$ cat config.mk
export PLATFORM = sky130hd
export DESIGN_NAME = spp_ctrl
export DESIGN_NICKNAME = d
export VERILOG_FILES = /design/src/rtl/spp_pkg.sv /design/src/rtl/spp_ctrl.sv
export SDC_FILE = /design/constraint.sdc
export NUM_CORES = 1
export LEC_CHECK = 0
export BUFFER_PORTS_ARGS = -buffer_cell sky130_fd_sc_hd__clkbuf_2
export CAP_MARGIN = 20
export CORE_AREA = 2 2 39 41
export DETAILED_ROUTE_END_ITERATION = 12
export DIE_AREA = 0 0 41 43
export HOLD_SLACK_MARGIN = 0.02
export PLACE_DENSITY = 0.65
export SETUP_SLACK_MARGIN = 0.5
export SYNTH_ARGS = -nofsm -noshare
export SYNTH_HDL_FRONTEND = slang
export SYNTH_SLANG_ARGS = --single-unit
$ cat constraint.sdc
create_clock -name clk -period 1.32 [get_ports clk]
set_clock_uncertainty 0.15 [all_clocks]
set_input_delay 0.198 -clock clk [delete_from_list [all_inputs] [get_ports clk]]
set_output_delay 0.198 -clock clk [all_outputs]
set_load 0.005 [all_outputs]
$ cat src/rtl/spp_pkg.sv
// Shared types, codes and constants for the stack push/pop unit.
package spp_pkg;

  // Default memory address width (stack memory holds 2**ADDR_BITS bytes)
  localparam int ADDR_BITS_DEF = 16;

  // Instruction codes
  localparam logic [2:0] MODE_PUSH_PAIR = 3'd0;
  localparam logic [2:0] MODE_PUSH_ST   = 3'd1;
  localparam logic [2:0] MODE_POP_PAIR  = 3'd2;
  localparam logic [2:0] MODE_POP_ST    = 3'd3;
  localparam logic [2:0] MODE_XCHG      = 3'd4;
  localparam logic [2:0] MODE_LOAD_SP   = 3'd5;

  // Address select
  localparam logic [1:0] ADDR_SP    = 2'd0;
  localparam logic [1:0] ADDR_SP_M1 = 2'd1;
  localparam logic [1:0] ADDR_SP_P1 = 2'd2;

  // Write data select
  localparam logic [1:0] WD_HI = 2'd0;
  localparam logic [1:0] WD_LO = 2'd1;
  localparam logic [1:0] WD_ST = 2'd2;

  // Stack pointer update
  localparam logic [1:0] SP_HOLD = 2'd0;
  localparam logic [1:0] SP_DEC  = 2'd1;
  localparam logic [1:0] SP_INC  = 2'd2;
  localparam logic [1:0] SP_LOAD = 2'd3;

  // Capture of the byte read in the previous cycle
  localparam logic [1:0] CAP_NONE = 2'd0;
  localparam logic [1:0] CAP_LO   = 2'd1;
  localparam logic [1:0] CAP_HI   = 2'd2;
  localparam logic [1:0] CAP_ST   = 2'd3;

  typedef struct packed {
    logic [2:0] mode;
    logic [7:0] high_in;
    logic [7:0] low_in;
    logic       pair_is_sp;
    logic       carry_in;
    logic       parity_in;
    logic       aux_carry_in;
    logic       zero_in;
    logic       sign_in;
  } in_t;

  typedef struct packed {
    logic [7:0]  high_out;
    logic [7:0]  low_out;
    logic        carry_out;
    logic        parity_out;
    logic        aux_carry_out;
    logic        zero_out;
    logic        sign_out;
    logic [15:0] stack_ptr_out;
    logic        refused;
  } out_t;

  // Controller to datapath commands
  typedef struct packed {
    logic       load_item;
    logic       mem_we;
    logic       mem_re;
    logic [1:0] addr_sel;
    logic [1:0] wd_sel;
    logic [1:0] sp_op;
    logic [1:0] cap;
    logic       set_refused;
    logic       done;
  } cmd_t;

  // Datapath to controller status
  typedef struct packed {
    logic [2:0] mode;
    logic       pair_is_sp;
  } stat_t;

endpackage

$ cat src/rtl/spp_ctrl.sv
// Controller state machine: sequences the memory accesses of each instruction.
module spp_ctrl import spp_pkg::*; (
  input  logic  clk,
  input  logic  rst_n,
  input  logic  start,
  input  stat_t stat,
  output cmd_t  cmd,
  output logic  busy
);

  localparam logic [2:0] ST_IDLE  = 3'd0;
  localparam logic [2:0] ST_STEP1 = 3'd1;
  localparam logic [2:0] ST_STEP2 = 3'd2;
  localparam logic [2:0] ST_STEP3 = 3'd3;
  localparam logic [2:0] ST_STEP4 = 3'd4;

  logic [2:0] state_r;
  logic [2:0] state_nxt;

  // Decode state and instruction into commands
  always_comb begin
    cmd       = '0;
    state_nxt = state_r;
    case (state_r)
      ST_IDLE: begin
        if (start) begin
          cmd.load_item = 1'b1;
          state_nxt     = ST_STEP1;
        end
      end
      ST_STEP1: begin
        case (stat.mode)
          MODE_PUSH_PAIR, MODE_PUSH_ST: begin
            if (stat.mode == MODE_PUSH_PAIR && stat.pair_is_sp) begin
              cmd.set_refused = 1'b1;
              cmd.done        = 1'b1;
              state_nxt       = ST_IDLE;
            end else begin
              cmd.mem_we   = 1'b1;
              cmd.addr_sel = ADDR_SP_M1;
              cmd.wd_sel   = WD_HI;
              cmd.sp_op    = SP_DEC;
              state_nxt    = ST_STEP2;
            end
          end
          MODE_POP_PAIR, MODE_POP_ST: begin
            if (stat.mode == MODE_POP_PAIR && stat.pair_is_sp) begin
              cmd.set_refused = 1'b1;
              cmd.done        = 1'b1;
              state_nxt       = ST_IDLE;
            end else begin
              cmd.mem_re   = 1'b1;
              cmd.addr_sel = ADDR_SP;
              cmd.sp_op    = SP_INC;
              state_nxt    = ST_STEP2;
            end
          end
          MODE_XCHG: begin
            cmd.mem_re   = 1'b1;
            cmd.addr_sel = ADDR_SP;
            state_nxt    = ST_STEP2;
          end
          MODE_LOAD_SP: begin
            cmd.sp_op = SP_LOAD;
            cmd.done  = 1'b1;
            state_nxt = ST_IDLE;
          end
          default: begin
            cmd.done  = 1'b1;
            state_nxt = ST_IDLE;
          end
        endcase
      end
      ST_STEP2: begin
        case (stat.mode)
          MODE_PUSH_PAIR, MODE_PUSH_ST: begin
            cmd.mem_we   = 1'b1;
            cmd.addr_sel = ADDR_SP_M1;
            cmd.wd_sel   = (stat.mode == MODE_PUSH_ST) ? WD_ST : WD_LO;
            cmd.sp_op    = SP_DEC;
            cmd.done     = 1'b1;
            state_nxt    = ST_IDLE;
          end
          MODE_POP_PAIR, MODE_POP_ST: begin
            cmd.mem_re   = 1'b1;
            cmd.addr_sel = ADDR_SP;
            cmd.sp_op    = SP_INC;
            cmd.cap      = (stat.mode == MODE_POP_ST) ? CAP_ST : CAP_LO;
            state_nxt    = ST_STEP3;
          end
          MODE_XCHG: begin
            cmd.mem_re   = 1'b1;
            cmd.addr_sel = ADDR_SP_P1;
            cmd.cap      = CAP_LO;
            state_nxt    = ST_STEP3;
          end
          default: begin
            state_nxt = ST_IDLE;
          end
        endcase
      end
      ST_STEP3: begin
        case (stat.mode)
          MODE_XCHG: begin
            cmd.mem_we   = 1'b1;
            cmd.addr_sel = ADDR_SP;
            cmd.wd_sel   = WD_LO;
            cmd.cap      = CAP_HI;
            state_nxt    = ST_STEP4;
          end
          default: begin
            cmd.cap   = CAP_HI;
            cmd.done  = 1'b1;
            state_nxt = ST_IDLE;
          end
        endcase
      end
      ST_STEP4: begin
        cmd.mem_we   = 1'b1;
        cmd.addr_sel = ADDR_SP_P1;
        cmd.wd_sel   = WD_HI;
        cmd.done     = 1'b1;
        state_nxt    = ST_IDLE;
      end
      default: begin
        state_nxt = ST_IDLE;
      end
    endcase
  end

  // Advance state
  always_ff @(posedge clk) begin
    if (!rst_n) begin
      state_r <= ST_IDLE;
    end else begin
      state_r <= state_nxt;
    end
  end

  assign busy = (state_r != ST_IDLE);

endmodule

==> metrics.txt <==
# TYPE chip_impl_metric gauge
chip_impl_metric{name="drt-pass1-iter-count",unit=""} 4
chip_impl_metric{name="number_of_violations_of_the_max_capacitance_limit",unit=""} 0
chip_impl_info{name="holdPathEnd",value="state_r[2]"} 1
chip_impl_metric{name="clkSinkCount",unit=""} 3
chip_impl_metric{name="ys_ff_latch",unit=""} 3
chip_impl_metric{name="cts_hold_repair.buffers",unit=""} 0
chip_impl_metric{name="dp.final_hpwl",unit="microns"} 990
chip_impl_metric{name="layout-drive-gt1-share",unit="%"} 65.3
chip_impl_info{name="synth.largest_area_cell",value="sky130_fd_sc_hd__dfxtp_1"} 1
chip_impl_info{name="reg2reg_launch_point",value="state_r[1]"} 1
chip_impl_metric{name="stdcell_area",unit="sq um"} 772
chip_impl_metric{name="overflow",unit=""} 0
chip_impl_metric{name="clock_network_latency_to_the_later_pin_of_the_worst_skew_pair",unit="ns"} 0.23
chip_impl_metric{name="worst_ep_required_time",unit="ns"} 0.97
chip_impl_info{name="violations_in_the_final_reports",value="negative setup slack"} 1
chip_impl_info{name="netlist_top_cells_area",value="sky130_fd_sc_hd__dfxtp_1, sky130_fd_sc_hd__nor2_1, sky130_fd_sc_hd__a21oi_1"} 1
chip_impl_metric{name="utilization",unit="%"} 55.8
chip_impl_info{name="worst_hold_startpoint",value="rst_n"} 1
chip_impl_metric{name="worst_slew_pin_slew",unit="ns"} 0.275
chip_impl_info{name="endpoint_kind_of_the_worst_setup_timing_path",value="output port"} 1
chip_impl_metric{name="drt_wl_total",unit="microns"} 1400
chip_impl_metric{name="dieWidth",unit="microns"} 41
chip_impl_metric{name="via_per_inst",unit=""} 5.04
chip_impl_metric{name="synthCells",unit=""} 63
chip_impl_metric{name="fin_crit_sh",unit="%"} 124
chip_impl_metric{name="avgRoutedWirePerCell",unit="microns"} 11.9
chip_impl_metric{name="fillerInstances",unit=""} 133
chip_impl_info{name="type_of_the_worst_min_delay_path",value="in -> reg"} 1
chip_impl_metric{name="synth.cell_area",unit="sq um"} 395
chip_impl_metric{name="std_cell_rows",unit=""} 14
chip_impl_metric{name="detailroute.via_count",unit=""} 590
chip_impl_metric{name="vias_in_the_first_global_route",unit=""} 487
chip_impl_info{name="startpoint",value="state_r[0]"} 1
chip_impl_metric{name="finalHoldViolCount",unit=""} 0
chip_impl_metric{name="grt_pass1_wl",unit="microns"} 2040
chip_impl_info{name="status",value="complete, but fails checks"} 1
chip_impl_metric{name="worst_r2r_path_depth",unit=""} 4
chip_impl_metric{name="overall_die_area",unit="sq um"} 1760
chip_impl_metric{name="timing.reg2reg.setup_slack",unit="ns"} 0.05
chip_impl_metric{name="grt.total_usage",unit="%"} 16.8
chip_impl_metric{name="final_period_minus_worst_setup_slack",unit="ns"} 1.63
chip_impl_metric{name="synthesis.nets",unit=""} 70
chip_impl_metric{name="maxSlewHeadroom",unit="%"} 81.6
chip_impl_metric{name="final_antenna_net_count",unit=""} 0
chip_impl_info{name="top_regs",value="state_r (3)"} 1
chip_impl_metric{name="worst_setup_hold_path_clk_slew",unit="ns"} 0.04
chip_impl_metric{name="multi_input_area",unit="sq um"} 378
chip_impl_metric{name="synth_top_area_share",unit="%"} 15.2
chip_impl_metric{name="port_buffers",unit=""} 20
chip_impl_metric{name="ys.warnings.count",unit=""} 0
chip_impl_info{name="timing.rr.end",value="state_r[1]"} 1
chip_impl_info{name="tritoncts",value="yes"} 1
chip_impl_metric{name="finalSetupViolations",unit=""} 14
chip_impl_info{name="cts_root_buffer_type",value="sky130_fd_sc_hd__clkbuf_4"} 1
chip_impl_metric{name="maxClockFrequency",unit="MHz"} 612
chip_impl_metric{name="register_area",unit="sq um"} 71.3
chip_impl_metric{name="detailedRoute.firstIterationViolations",unit=""} 6
chip_impl_metric{name="final_count_of_pins_violating_max_slew",unit=""} 0
chip_impl_metric{name="die_height",unit="microns"} 43
chip_impl_metric{name="max_root_sink_buffers",unit=""} 2
chip_impl_metric{name="post_synth_num_cell_types",unit=""} 26
chip_impl_metric{name="boundaryPins",unit=""} 21
chip_impl_info{name="mostFrequentLayoutCells",value="sky130_fd_sc_hd__buf_4, sky130_fd_sc_hd__clkbuf_2, sky130_fd_sc_hd__nor2_1, sky130_fd_sc_hd__buf_2, sky130_fd_sc_hd__a21oi_1"} 1
chip_impl_metric{name="layout-area-overhead-vs-synth",unit="%"} 95.3
chip_impl_metric{name="cts-buffers-inserted",unit=""} 3
chip_impl_metric{name="starting_density_of_the_core",unit="%"} 28.6
chip_impl_metric{name="gpl.final_weighted_congestion",unit=""} 0.795
chip_impl_metric{name="power.density",unit="nW/um^2"} 608
chip_impl_metric{name="setup_total_negative_slack",unit="ns"} -3.20
chip_impl_metric{name="avgSynthCellArea",unit="sq um"} 6.28
chip_impl_metric{name="synth_seq_area_share",unit="%"} 15.2
chip_impl_info{name="type_of_the_worst_setup_path",value="reg -> out"} 1
chip_impl_info{name="cp-start-kind",value="flip-flop"} 1
chip_impl_metric{name="core_region_area",unit="sq um"} 1380
chip_impl_info{name="register_with_the_most_flip_flops",value="state_r"} 1
chip_impl_metric{name="num_antenna_cells",unit=""} 0
chip_impl_info{name="rsz0062_at_grt",value="yes"} 1
chip_impl_metric{name="critPathMaxFanout",unit=""} 9
chip_impl_metric{name="post-route-worst-setup-slack",unit="ns"} -0.313
chip_impl_metric{name="p_leak",unit="nW"} 0.369
chip_impl_metric{name="number_of_nets_in_the_layout",unit=""} 109
chip_impl_metric{name="drc",unit=""} 0
chip_impl_metric{name="max_reg_flops",unit=""} 3
chip_impl_metric{name="crit_arrival",unit="ns"} 1.29
chip_impl_metric{name="peakVddDrop",unit="mV"} 0.243
chip_impl_metric{name="antenna_found_initial",unit=""} 0
chip_impl_info{name="final_common_cell",value="sky130_fd_sc_hd__buf_4"} 1
chip_impl_metric{name="placement.cell_area",unit="sq um"} 654
chip_impl_metric{name="worstHoldPathCells",unit=""} 3
chip_impl_metric{name="grt_max_degree",unit=""} 12
chip_impl_metric{name="htree_num_levels",unit=""} 1
==> report_power, final <==
part	leakage, nW	internal [mW]	switching (mW)
registers	0.0267	0.0926	0.0141
clock network	0.0150	0.113	0.0490
logic	0.328	0.107	0.0934
total	0.369	0.313	0.157
==> critical path, stage by stage (launching register included) <==
cell                       delay [ns]
sky130_fd_sc_hd__dfxtp_4         0.41
sky130_fd_sc_hd__buf_6           0.12
sky130_fd_sc_hd__nor2b_1         0.04
sky130_fd_sc_hd__o21bai_1        0.23
sky130_fd_sc_hd__o22ai_2         0.11
sky130_fd_sc_hd__buf_2           0.14
==> area by class of cell <==
cell class / instances / area share [%]
Clock buffer: 4 / 3.40
Inverter: 5 / 2.43
Multi-Input combinational cell: 50 / 48.9
Sequential cell: 3 / 9.24
Tap cell: 16 / 2.59
Timing Repair Buffer: 39 / 33.4
==> kinds of logic after synthesis <==
family / Yosys count / synth area share, %
buf+inv: 10 / 12.0
simple gates: 31 / 43.4
xor+xnor: 1 / 2.22
compound gates: 18 / 27.2
flops: 3 / 15.2
==> worst max-delay path by stage <==
stage,endpoint,slack [ns]
after floorplan,cmd[2],0.05
after global placement,cmd[2],-0.13
after detailed placement,cmd[11],-0.14
after CTS,cmd[5],-0.28
after global routing,cmd[12],-0.35
final,cmd[5],-0.31
==> synth_stat cells (all sizes together) <==
master / count
o22ai: 2
nand2b: 3
dfxtp: 3
o21bai: 2
nor4: 2
inv: 5
or3: 1
clkbuf: 2
a211o: 1
nor3: 4
xor2: 1
nand3: 1
buf: 3
nor2: 9
a21oi: 6
o31ai: 2
nor3b: 2
and3: 1
nor2b: 4
or2: 1
a31oi: 1
o21ai: 4
nand2: 3
==> repair_timing <==
action                                  in CTS  in global routing
buffers inserted                             0                  2
endpoints found under the setup margin      17                 17
pin swaps                                    5                  5
gates resized for setup                     12                 17
==> stage by stage <==
stage | worst slack (ns) | cells | total power, mW | hold slack [ns]
floorplan | 0.0467 | 63 | 0.208 | 0.179
global placement | -0.127 | 111 | 0.277 | 0.291
detailed placement | -0.135 | 111 | 0.280 | 0.296
CTS | -0.278 | 115 | 0.460 | 0.0519
global route | -0.355 | 117 | 0.504 | 0.0804
finish | -0.313 | 117 | 0.470 | 0.0578
==> layer usage <==
layer  up-vias  track usage, %  wire length (microns)
met4         0            6.00                     27
met5         -               0                      0
met1       274            20.7                    600
met3         4            4.71                     65
li1        294               -                      -
met2        18            26.6                    701
(Power assumes the default switching activity.)
